$ cat config.mk
export PLATFORM = sky130hd
export DESIGN_NAME = nibble_complement_frame_receiver
export DESIGN_NICKNAME = d
export VERILOG_FILES = /design/src/ncfr_pkg.sv /design/src/ncfr_core.sv /design/src/nibble_complement_frame_receiver.sv
export SDC_FILE = /design/constraint.sdc
export NUM_CORES = 1
export LEC_CHECK = 0
export BUFFER_PORTS_ARGS = -buffer_cell sky130_fd_sc_hd__buf_4
export CAP_MARGIN = 20
export CORE_ASPECT_RATIO = 0.7
export CORE_MARGIN = 2
export CORE_UTILIZATION = 50
export CTS_BUF_LIST = sky130_fd_sc_hd__clkbuf_8
export CTS_CLUSTER_SIZE = 14
export DETAILED_ROUTE_END_ITERATION = 7
export GPL_TIMING_DRIVEN = 0
export PLACE_DENSITY = 0.66
export SLEW_MARGIN = 20
export SYNTH_ARGS = -nofsm -noshare
export SYNTH_HDL_FRONTEND = slang
export SYNTH_HIERARCHICAL = 1
export SYNTH_SLANG_ARGS = --single-unit
$ cat constraint.sdc
create_clock -name i_clk -period 5.42 [get_ports i_clk]
set_clock_uncertainty 0.05 [all_clocks]
set_input_delay 0.813 -clock i_clk [delete_from_list [all_inputs] [get_ports i_clk]]
set_output_delay 0.813 -clock i_clk [all_outputs]
set_load 0.02 [all_outputs]
$ cat src/ncfr_pkg.sv
// Shared types, codes and the CRC-8 helper for the nibble complement frame receiver.
package ncfr_pkg;

    localparam int LINE_BUFFER_BYTES_DEF = 255;
    localparam logic [7:0] CRC_POLY = 8'h8C;

    localparam logic [7:0]  START_CODE_RST = 8'h02;
    localparam logic [7:0]  END_CODE_RST   = 8'h03;
    localparam logic [15:0] TIMEOUT_RST    = 16'd1000;

    typedef enum logic [1:0] {
        CMD_BEGIN = 2'd0,
        CMD_BYTE  = 2'd1,
        CMD_TICK  = 2'd2,
        CMD_NOP   = 2'd3
    } t_cmd;

    typedef enum logic [1:0] {
        CFG_START_CODE = 2'd0,
        CFG_END_CODE   = 2'd1,
        CFG_TIMEOUT    = 2'd2
    } t_cfg_idx;

    typedef enum logic [2:0] {
        ST_OK        = 3'd0,
        ST_BAD_CRC   = 3'd1,
        ST_OVERFLOW  = 3'd2,
        ST_TIMEOUT   = 3'd3,
        ST_RESTARTED = 3'd4,
        ST_BAD_FRAME = 3'd5
    } t_status;

    typedef struct packed {
        logic [7:0]  start_code;
        logic [7:0]  end_code;
        logic [15:0] timeout_ticks;
    } t_cfg;

    typedef struct packed {
        logic       valid;
        logic       is_end;
        logic [7:0] payload_byte;
        t_status    status;
        logic [7:0] payload_count;
    } t_result;

    // reflected CRC-8, one byte
    function automatic logic [7:0] crc8_update(input logic [7:0] crc, input logic [7:0] b);
        logic [7:0] c;
        c = crc;
        for (int i = 0; i < 8; i++) begin
            if (c[0] ^ b[i]) begin
                c = (c >> 1) ^ CRC_POLY;
            end else begin
                c = c >> 1;
            end
        end
        return c;
    endfunction

endpackage

$ cat src/ncfr_core.sv
// Frame state and single-pass request decode for the nibble complement frame receiver.
module ncfr_core
    import ncfr_pkg::*;
#(
    parameter int LINE_BUFFER_BYTES = LINE_BUFFER_BYTES_DEF
) (
    input  logic       i_clk,
    input  logic       i_rst_n,
    input  logic       i_fire,
    input  logic [1:0] i_cmd,
    input  logic [7:0] i_line_byte,
    input  t_cfg       i_cfg,
    output t_result    o_res
);

    localparam logic [7:0] LINE_MAX = 8'(LINE_BUFFER_BYTES);

    logic        r_active, n_active;
    logic        r_seen_start, n_seen_start;
    logic [7:0]  r_line_count, n_line_count;
    logic [3:0]  r_held_high_nibble, n_held_high_nibble;
    logic        r_half_byte_held, n_half_byte_held;
    logic [7:0]  r_pending_byte, n_pending_byte;
    logic        r_pending_valid, n_pending_valid;
    logic [7:0]  r_running_crc, n_running_crc;
    logic [7:0]  r_emitted_count, n_emitted_count;
    logic [15:0] r_tick_count, n_tick_count;

    logic [15:0] w_limit;
    logic [15:0] w_tick_inc;
    logic        w_nibble;
    logic        w_full;
    logic [7:0]  w_emit_inc;

    assign w_limit    = (i_cfg.timeout_ticks == 16'd0) ? 16'd1 : i_cfg.timeout_ticks;
    assign w_tick_inc = (r_tick_count == 16'hFFFF) ? r_tick_count : r_tick_count + 16'd1;
    assign w_nibble   = (i_line_byte[7:4] == ~i_line_byte[3:0]);
    assign w_full     = (r_line_count >= LINE_MAX);
    assign w_emit_inc = (r_emitted_count == 8'hFF) ? r_emitted_count
                                                   : r_emitted_count + 8'd1;

    always_comb begin
        n_active           = r_active;
        n_seen_start       = r_seen_start;
        n_line_count       = r_line_count;
        n_held_high_nibble = r_held_high_nibble;
        n_half_byte_held   = r_half_byte_held;
        n_pending_byte     = r_pending_byte;
        n_pending_valid    = r_pending_valid;
        n_running_crc      = r_running_crc;
        n_emitted_count    = r_emitted_count;
        n_tick_count       = r_tick_count;
        o_res.valid         = 1'b0;
        o_res.is_end        = 1'b1;
        o_res.payload_byte  = 8'd0;
        o_res.status        = ST_OK;
        o_res.payload_count = r_emitted_count;

        if (i_fire) begin
            case (t_cmd'(i_cmd))
                CMD_BEGIN: begin
                    n_active           = 1'b1;
                    n_seen_start       = 1'b0;
                    n_tick_count       = 16'd0;
                    n_line_count       = 8'd0;
                    n_held_high_nibble = 4'd0;
                    n_half_byte_held   = 1'b0;
                    n_pending_byte     = 8'd0;
                    n_pending_valid    = 1'b0;
                    n_running_crc      = 8'd0;
                    n_emitted_count    = 8'd0;
                end
                CMD_TICK: begin
                    if (r_active) begin
                        n_tick_count = w_tick_inc;
                        if (w_tick_inc >= w_limit) begin
                            o_res.valid  = 1'b1;
                            o_res.status = ST_TIMEOUT;
                            n_active     = 1'b0;
                            n_seen_start = 1'b0;
                        end
                    end
                end
                CMD_BYTE: begin
                    if (r_active) begin
                        if (i_line_byte == i_cfg.start_code) begin
                            if (r_seen_start && w_full) begin
                                o_res.valid  = 1'b1;
                                o_res.status = ST_OVERFLOW;
                                n_active     = 1'b0;
                                n_seen_start = 1'b0;
                            end else begin
                                if (r_seen_start) begin
                                    o_res.valid  = 1'b1;
                                    o_res.status = ST_RESTARTED;
                                end
                                n_seen_start       = 1'b1;
                                n_line_count       = 8'd1;
                                n_tick_count       = 16'd0;
                                n_held_high_nibble = 4'd0;
                                n_half_byte_held   = 1'b0;
                                n_pending_byte     = 8'd0;
                                n_pending_valid    = 1'b0;
                                n_running_crc      = 8'd0;
                                n_emitted_count    = 8'd0;
                            end
                        end else if (r_seen_start) begin
                            if (w_full) begin
                                o_res.valid  = 1'b1;
                                o_res.status = ST_OVERFLOW;
                                n_active     = 1'b0;
                                n_seen_start = 1'b0;
                            end else if (i_line_byte == i_cfg.end_code) begin
                                o_res.valid  = 1'b1;
                                n_active     = 1'b0;
                                n_seen_start = 1'b0;
                                if (r_half_byte_held || !r_pending_valid) begin
                                    o_res.status = ST_BAD_FRAME;
                                end else if (r_running_crc == r_pending_byte) begin
                                    o_res.status = ST_OK;
                                end else begin
                                    o_res.status = ST_BAD_CRC;
                                end
                            end else if (w_nibble) begin
                                n_line_count = r_line_count + 8'd1;
                                if (!r_half_byte_held) begin
                                    n_held_high_nibble = i_line_byte[7:4];
                                    n_half_byte_held   = 1'b1;
                                end else begin
                                    n_half_byte_held = 1'b0;
                                    n_pending_byte   = {r_held_high_nibble, i_line_byte[7:4]};
                                    n_pending_valid  = 1'b1;
                                    if (r_pending_valid) begin
                                        n_running_crc       = crc8_update(r_running_crc,
                                                                          r_pending_byte);
                                        n_emitted_count     = w_emit_inc;
                                        o_res.valid         = 1'b1;
                                        o_res.is_end        = 1'b0;
                                        o_res.payload_byte  = r_pending_byte;
                                        o_res.payload_count = w_emit_inc;
                                    end
                                end
                            end
                        end
                    end
                end
                default: begin
                end
            endcase
        end
    end

    always_ff @(posedge i_clk) begin
        if (!i_rst_n) begin
            r_active           <= 1'b0;
            r_seen_start       <= 1'b0;
            r_line_count       <= 8'd0;
            r_held_high_nibble <= 4'd0;
            r_half_byte_held   <= 1'b0;
            r_pending_byte     <= 8'd0;
            r_pending_valid    <= 1'b0;
            r_running_crc      <= 8'd0;
            r_emitted_count    <= 8'd0;
            r_tick_count       <= 16'd0;
        end else begin
            r_active           <= n_active;
            r_seen_start       <= n_seen_start;
            r_line_count       <= n_line_count;
            r_held_high_nibble <= n_held_high_nibble;
            r_half_byte_held   <= n_half_byte_held;
            r_pending_byte     <= n_pending_byte;
            r_pending_valid    <= n_pending_valid;
            r_running_crc      <= n_running_crc;
            r_emitted_count    <= n_emitted_count;
            r_tick_count       <= n_tick_count;
        end
    end

    a_res_needs_fire: assert property (@(posedge i_clk) disable iff (!i_rst_n)
        o_res.valid |-> i_fire)
        else $error("result without a processed request");

    a_end_goes_idle: assert property (@(posedge i_clk) disable iff (!i_rst_n)
        (o_res.valid && o_res.is_end && o_res.status != ST_RESTARTED) |=> !r_active)
        else $error("still active after end of reception");

    a_line_bound: assert property (@(posedge i_clk) disable iff (!i_rst_n)
        r_line_count <= LINE_MAX)
        else $error("line count past buffer size");

    a_payload_shape: assert property (@(posedge i_clk) disable iff (!i_rst_n)
        (o_res.valid && !o_res.is_end) |-> (o_res.status == ST_OK &&
                                            o_res.payload_count != 8'd0 && r_pending_valid))
        else $error("malformed payload result");

endmodule

$ cat src/nibble_complement_frame_receiver.sv
// Top level: nibble complement frame receiver with input and result registers.
//
// Input channel: a request is i_cmd (begin, line byte, tick, nop) with i_line_byte, taken when
// i_in_valid is high and o_in_stall is low. Output channel: o_out_valid with o_is_end,
// o_payload_byte, o_status and o_payload_count, taken when i_out_stall is low.
// Each request lands in an input register; it is then decoded against the frame state
// and its result is loaded into the result register once that register may advance.
// Requests that cause no result just update state. Unless the output stalls, one request
// per cycle is sustained; the single pass of decode plus byte CRC update sets that rate.
// When the receiver stalls, the result register holds its value and the input register
// keeps its request; o_in_stall rises only while both are full and the result is blocked.
// Configuration (start code, end code, timeout ticks) is written through i_cfg_we, i_cfg_index
// and i_cfg_data, by the user only while the block is idle; the block does not enforce it.
// Synchronous reset clears the frame state, both valid flags and restores the config
// defaults: start code 0x02, end code 0x03, timeout 1000 ticks; the receiver is idle
// until a begin request.
module nibble_complement_frame_receiver
    import ncfr_pkg::*;
#(
    parameter int LINE_BUFFER_BYTES = LINE_BUFFER_BYTES_DEF
) (
    input  logic        i_clk,
    input  logic        i_rst_n,
    input  logic        i_in_valid,
    output logic        o_in_stall,
    input  logic [1:0]  i_cmd,
    input  logic [7:0]  i_line_byte,
    output logic        o_out_valid,
    input  logic        i_out_stall,
    output logic        o_is_end,
    output logic [7:0]  o_payload_byte,
    output logic [2:0]  o_status,
    output logic [7:0]  o_payload_count,
    input  logic        i_cfg_we,
    input  logic [1:0]  i_cfg_index,
    input  logic [15:0] i_cfg_data
);

    t_cfg       r_cfg;
    logic       r_in_valid;
    logic [1:0] r_cmd;
    logic [7:0] r_line_byte;
    logic       r_out_valid;
    t_result    r_out;
    t_result    w_res;
    logic       w_advance;
    logic       w_fire;

    assign w_advance  = !r_out_valid || !i_out_stall;
    assign w_fire     = r_in_valid && w_advance;
    assign o_in_stall = r_in_valid && !w_advance;

    always_ff @(posedge i_clk) begin
        if (!i_rst_n) begin
            r_cfg.start_code    <= START_CODE_RST;
            r_cfg.end_code      <= END_CODE_RST;
            r_cfg.timeout_ticks <= TIMEOUT_RST;
        end else if (i_cfg_we) begin
            case (t_cfg_idx'(i_cfg_index))
                CFG_START_CODE: r_cfg.start_code    <= i_cfg_data[7:0];
                CFG_END_CODE:   r_cfg.end_code      <= i_cfg_data[7:0];
                CFG_TIMEOUT:    r_cfg.timeout_ticks <= i_cfg_data;
                default: begin
                end
            endcase
        end
    end

    always_ff @(posedge i_clk) begin
        if (!i_rst_n) begin
            r_in_valid <= 1'b0;
        end else if (!o_in_stall) begin
            r_in_valid <= i_in_valid;
        end
    end

    always_ff @(posedge i_clk) begin
        if (i_in_valid && !o_in_stall) begin
            r_cmd       <= i_cmd;
            r_line_byte <= i_line_byte;
        end
    end

    ncfr_core #(
        .LINE_BUFFER_BYTES(LINE_BUFFER_BYTES)
    ) u_core (
        .i_clk      (i_clk),
        .i_rst_n    (i_rst_n),
        .i_fire     (w_fire),
        .i_cmd      (r_cmd),
        .i_line_byte(r_line_byte),
        .i_cfg      (r_cfg),
        .o_res      (w_res)
    );

    always_ff @(posedge i_clk) begin
        if (!i_rst_n) begin
            r_out_valid <= 1'b0;
        end else if (w_advance) begin
            r_out_valid <= w_fire && w_res.valid;
        end
    end

    always_ff @(posedge i_clk) begin
        if (w_fire && w_res.valid) begin
            r_out <= w_res;
        end
    end

    assign o_out_valid     = r_out_valid;
    assign o_is_end        = r_out.is_end;
    assign o_payload_byte  = r_out.payload_byte;
    assign o_status        = r_out.status;
    assign o_payload_count = r_out.payload_count;

endmodule

# Word level (Yosys, flattened, before mapping)
# Cells that the tools add are included.
[op_classes]
bitwise = 24
n_addsub = 3
eq_ne = 23
n_reduce_logical = 30
n_mux = 192
magnitude_cmp = 2
[ops]
columns = ["operator", "n"]
rows = [
  ["$mux W8", 112],
  ["$mux W16", 6],
  ["$pmux W8 S2", 4],
  ["$mux W21", 3],
  ["$pmux W16 S3", 1],
  ["$mux W1", 36],
  ["$mux W9", 4],
  ["$mux W4", 8],
  ["$mux W10", 3],
  ["$eq A8 B8 Y1", 3],
  ["$not A2 Y3", 8],
  ["$mux W3", 7],
  ["$reduce_and A9 Y1", 2],
  ["$add A16 B1 Y16 const B", 1],
  ["$add A8 B1 Y8 const B", 2],
  ["$eq A16 B16 Y1 const B", 1],
  ["$ge A16 B16 Y1", 1],
  ["$logic_not A16 Y1", 1],
  ["$ne A3 B1 Y1 const B", 4],
  ["$reduce_and A10 Y1", 1],
  ["$reduce_and A5 Y1", 2],
  ["$reduce_or A10 Y1", 1],
  ["$ne A3 B3 Y1 const B", 3],
  ["$reduce_or A9 Y1", 1],
  ["other kinds (25)", 59],
]
[word_totals]
in_bits = 33
elab_cells = 295
reg_bits = 120

# Depth between registers and ports, before layout
[logic_depth]
word_depth = 95
depth_mapped = 16

# Modules after synthesis
# Netlist, hierarchy kept.
[by_module_without_submodules]
columns = ["module", "cells_per_inst", "area_each_um2", "n_inst"]
rows = [
  ["ncfr_core", 502, 4165.2, 1],
  ["nibble_complement_frame_receiver", 172, 2265.9, 1],
]

# Least setup slack after synthesis
# OpenSTA, ideal clock, no wires.
[synth_path]
path_kind = "reg2reg"
start = "reg u_core.r_tick_count[0]"
end = "reg r_out, in the netlist o_is_end, enable pin"
synth_period_minus_slack_ns = 4.149
arrival_ns = 3.696
stages_incl_launch_ff = 17
setup_slack_ns = 1.271
path_cell_list = "dfxtp_1 ha_1 and2_1 clkbuf_1 nand3_2 buf_2 nand4_1 xnor2_1 ha_1 o21ai_0 a211oi_1 o41ai_1 a21oi_1 o211ai_1 a21oi_1 nand2_1 a21oi_1"
[synth_rtl]
columns = ["element", "line_no", "text"]
rows = [
  ["start: declaration", "ncfr_core.sv:27", "logic [15:0] r_tick_count, n_tick_count;"],
  ["start signal: assignment", "ncfr_core.sv:175", "r_tick_count <= n_tick_count;"],
  ["end signal: assignment", "nibble_complement_frame_receiver.sv:106", "r_out <= w_res;"],
  ["end: declaration", "nibble_complement_frame_receiver.sv:44", "t_result r_out;"],
]

==> flow_metrics.env <==
export IMPL_status="finished, final reports clean"
export IMPL_max_slew_margin_rel_pct=34.5
export IMPL_fin_area_um2=7450
export IMPL_most_common_layout_cells="dfxtp_1, nand2_1, buf_4"
export IMPL_drc=0
export IMPL_dp_cells=889
export IMPL_layout_drive_gt1_share_pct=17.0
export IMPL_nets=802
export IMPL_post_route_min_period_ns=4.36
export IMPL_avgViaCountPerCell=5.88
export IMPL_placeableCoreArea_um2=12500
export IMPL_setup_tns_final_ns=0
export IMPL_synthesis_nets=730
export IMPL_path_cells="ha_1 -> and2_1 -> clkbuf_1 -> nand3_2 -> buf_2 -> and3_1 -> nor2_1 -> ha_1 -> nand4_1 -> a211oi_1 -> o41ai_1 -> a21oi_1 -> o211ai_1 -> a21oi_1 -> nand2_1 -> a21oi_2 -> buf_6"
export IMPL_p_int_w=0.00142
export IMPL_fin_cells=921
export IMPL_drv_slew=0
export IMPL_worst_setup_path_type="reg2reg"
export IMPL_clk_latency_ns=0.45
export IMPL_synth_ff_type="dfxtp_1"
export IMPL_power_switching_w=0.000536
export IMPL_tightest_slew_ns=0.980
export IMPL_antenna_found_initial=0
export IMPL_met1_usage_pct=34.5
export IMPL_seqPwrFrac_pct=48.4
export IMPL_cts_hold_buf=0
export IMPL_dp_hpwl_um=12000
export IMPL_ios=55
export IMPL_cp_startpoint="u_core/r_tick_count[0]$_SDFFE_PN0P_"
export IMPL_synthesis_instances=674
export IMPL_finalHoldViolations=0
export IMPL_hp_class="reg2reg"
export IMPL_gr_usage_met3_pct=5.20
export IMPL_syn2layout_area_growth_pct=15.9
export IMPL_ys_seq_area_share_pct=42.0
export IMPL_cts_inserted_buffers=17
export IMPL_dpl_cell_area_um2=7040
export IMPL_diodes=0
export IMPL_leakagePower_nw=3.04
export IMPL_start_util_pct=51.4
export IMPL_synth_cell_types=72
export IMPL_final_common_cell="dfxtp_1"
export IMPL_route_vias_total=5418
export IMPL_track_usage_pct=23.8
export IMPL_crit_cells=17
export IMPL_crit_path_top_delay_cell="dfxtp_1"
export IMPL_grt_pass1_wl_um=26100
export IMPL_clk_path_buf_depth=2
export IMPL_endpoint_kind="flip-flop"
export IMPL_use_met2_pct=35.5
export IMPL_top_usage_layer="met2"
export IMPL_crit_path_end="o_payload_count[0]$_DFFE_PP_"
export IMPL_dieArea_um2=13800
export IMPL_synth_edf_count=30
export IMPL_final_util_pct=59.6
export IMPL_r2r_slack_ns=1.06
export IMPL_numClockSinks=120
export IMPL_cp_arrival_ns=4.46
export IMPL_ys_seq_elements=120
export IMPL_path_clk_slew_ns=0.09
export IMPL_cts_tree="built"
export IMPL_die_h_um=98.9
export IMPL_fillerInstances=1098
export IMPL_vdd_drop_max_uv=158
export IMPL_grt_pass1_vias=5129
export IMPL_r2r_end="o_payload_count[0]$_DFFE_PP_"
export IMPL_synth_area_um2=6430
export IMPL_setup_viol=0
export IMPL_drtIter0Drc=468
export IMPL_gp_congestion=0.909
export IMPL_start_kind="flip-flop"
export IMPL_timing_final_crit_share_pct=80.4
export IMPL_required_ns=5.52
export IMPL_grt_ovfl_total=0
export IMPL_max_freq_ghz=0.230
export IMPL_reg2reg_from="u_core/r_tick_count[0]$_SDFFE_PN0P_"
export IMPL_rows=34
export IMPL_worstPathMaxFanout=14
export IMPL_totalWireLength_um=16000
export IMPL_cap_violations=0
export IMPL_io_buffers=52
export IMPL_p_per_area_nw_per_um2=262
export IMPL_grt_max_degree=17
export IMPL_swShare_pct=27.4
export IMPL_crit_path_max_incr_delay_ns=0.42
export IMPL_htree_levels=4
export IMPL_rr_worst_depth=17
export IMPL_antenna_left=0
export IMPL_die_w_um=140
export IMPL_post_cts_resize_count=0
export IMPL_pwr_share_comb_pct=7.8
export IMPL_drtPass1Iterations=5
export IMPL_async_flop_share_pct=0
export IMPL_wire_per_inst_um=17.4
export IMPL_crit_buf_inv=3
export IMPL_clkPwrFrac_pct=43.8
export IMPL_synth_area_per_cell_um2=9.54
export IMPL_root_buffer="clkbuf_8"
export IMPL_post_cts_buffers=0
export IMPL_path_delay_family="compound AO/OA/AOI/OAI gates"
export IMPL_rsz0062_at_grt="no"
export IMPL_ys_warn_count=6
==> cell usage after synthesis, drive strengths merged, types with 2 or more instances <==
| library cell | n | area, µm² |
|---|---|---|
| inv | 36 | 135 |
| nand2b | 3 | 18.8 |
| nor4 | 7 | 58.8 |
| o2111a | 2 | 22.5 |
| a41o | 3 | 30.0 |
| a211oi | 6 | 50.1 |
| and3 | 18 | 113 |
| a41oi | 3 | 45.1 |
| clkbuf | 18 | 68.8 |
| nand3 | 22 | 115 |
| nor2 | 32 | 128 |
| o21a | 3 | 22.5 |
| or2 | 4 | 25.0 |
| and4 | 3 | 26.3 |
| xor2 | 12 | 105 |
| a311oi | 6 | 52.6 |
| o21ai | 11 | 58.8 |
| nor3 | 8 | 62.6 |
| a31oi | 4 | 31.3 |
| buf | 18 | 114 |
| nand4 | 17 | 106 |
| mux2i | 28 | 280 |
| nand2 | 73 | 284 |
| nand4b | 6 | 52.6 |
| dfxtp | 90 | 1800 |
| mux2 | 5 | 60.1 |
| nor2b | 7 | 43.8 |
| a21oi | 30 | 150 |
| ha | 23 | 288 |
| o31a | 2 | 17.5 |
| o32ai | 2 | 25.0 |
| a22o | 21 | 184 |
| nor3b | 3 | 33.8 |
| a21o | 3 | 22.5 |
| edfxtp | 30 | 901 |
| or3 | 10 | 62.6 |
| xnor2 | 50 | 438 |
| and2 | 16 | 100 |
| o221ai | 2 | 17.5 |
| and3b | 2 | 17.5 |
| o22ai | 11 | 68.8 |
| o211ai | 11 | 82.6 |
| a31o | 3 | 26.3 |
==> through the flow <==
step / worst slack, ns / hold WS, ns / total power, W
CTS: 1.05 / 0.427 / 0.00196
floorplan: 1.27 / 0.385 / 0.00106
global route: 0.689 / 0.445 / 0.00202
finish: 1.06 / 0.429 / 0.00196
global placement: 0.197 / 0.405 / 0.00111
detailed placement: 1.09 / 0.411 / 0.00112
==> power groups by stage <==
stage / registers (W) / logic [W] / clock network, W
after floorplan: 0.000962 / 0.000102 / 0
after global placement: 0.000967 / 0.000146 / 0
after detailed placement: 0.000968 / 0.000151 / 0
after CTS: 0.000947 / 0.000151 / 0.000862
after global routing: 0.000949 / 0.000166 / 0.000900
final: 0.000947 / 0.000153 / 0.000856
==> worst reg2reg max path: cells and delay by family, from the launching register on <==
| kind | cells | cell delay (ns) |
|---|---|---|
| compound gates | 6 | 1.38 |
| simple gates | 6 | 0.94 |
| buf+inv | 3 | 0.85 |
| flops | 1 | 0.42 |
| fa+ha+maj | 2 | 0.42 |
==> how the worst min path moves through the flow <==
| stage | startpoint | depth (start not counted) | end | slack (ns) |
|---|---|---|---|---|
| 2_1_floorplan | r_cfg[0]$_SDFFE_PN0P_ | 2 | r_cfg[0]$_SDFFE_PN0P_ | 0.38 |
| 3_3_place_gp | r_cfg[0]$_SDFFE_PN0P_ | 2 | r_cfg[0]$_SDFFE_PN0P_ | 0.41 |
| 3_5_place_dp | u_core/r_held_high_nibble[1]$_SDFFE_PN0P_ | 1 | u_core/r_pending_byte[5]$_SDFFE_PN0P_ | 0.41 |
| 4_1_cts | u_core/r_held_high_nibble[1]$_SDFFE_PN0P_ | 1 | u_core/r_pending_byte[5]$_SDFFE_PN0P_ | 0.43 |
| 5_1_grt | r_cfg[13]$_SDFFE_PN0P_ | 2 | r_cfg[13]$_SDFFE_PN0P_ | 0.45 |
| 6_report | r_cfg[30]$_SDFFE_PN0P_ | 2 | r_cfg[30]$_SDFFE_PN0P_ | 0.43 |
==> sequential cells by signal, summed over array words and instances, names as in the netlist, 2 cells and up <==
register and flops:
o_payload_count 8, u_core/r_emitted_count 8, r_line_byte 8, r_cfg 32
u_core/r_held_high_nibble 4, u_core/r_pending_byte 8, o_payload_byte 8, u_core/r_tick_count 16
o_status 3, u_core/r_line_count 8, r_cmd 2, u_core/r_running_crc 8
==> routing by layer <==
layer  up-vias  routed length (µm)
li1       2597                   -
met1      2628                7970
met2       174                6940
met3        19                 924
met4         0                 213
met5         -                   0
==> kinds of logic (layout without fill, tap and decap cells) <==
group | count (synthesis) | count (layout) | synth area share (%)
simple gates | 233 | 233 | 19.7
mux | 33 | 33 | 5.29
xor+xnor | 62 | 62 | 8.44
flops | 120 | 120 | 42.0
buf+inv | 72 | 157 | 4.94
fa+ha+maj | 23 | 23 | 4.47
compound gates | 131 | 131 | 15.2
==> cell type report <==
| cell class | count | area (µm²) | area share [%] |
|---|---|---|---|
| timing repair buffer | 53 | 402 | 5.39 |
| clock buffer | 17 | 234 | 3.14 |
| sequential | 120 | 2700 | 36.3 |
| tap | 162 | 203 | 2.72 |
| multi-input combinational | 482 | 3410 | 45.8 |
| clock inverter | 15 | 179 | 2.40 |
| buffer | 36 | 183 | 2.45 |
| inverter | 36 | 135 | 1.81 |
Note: power is estimated with default switching activity, not from simulation.
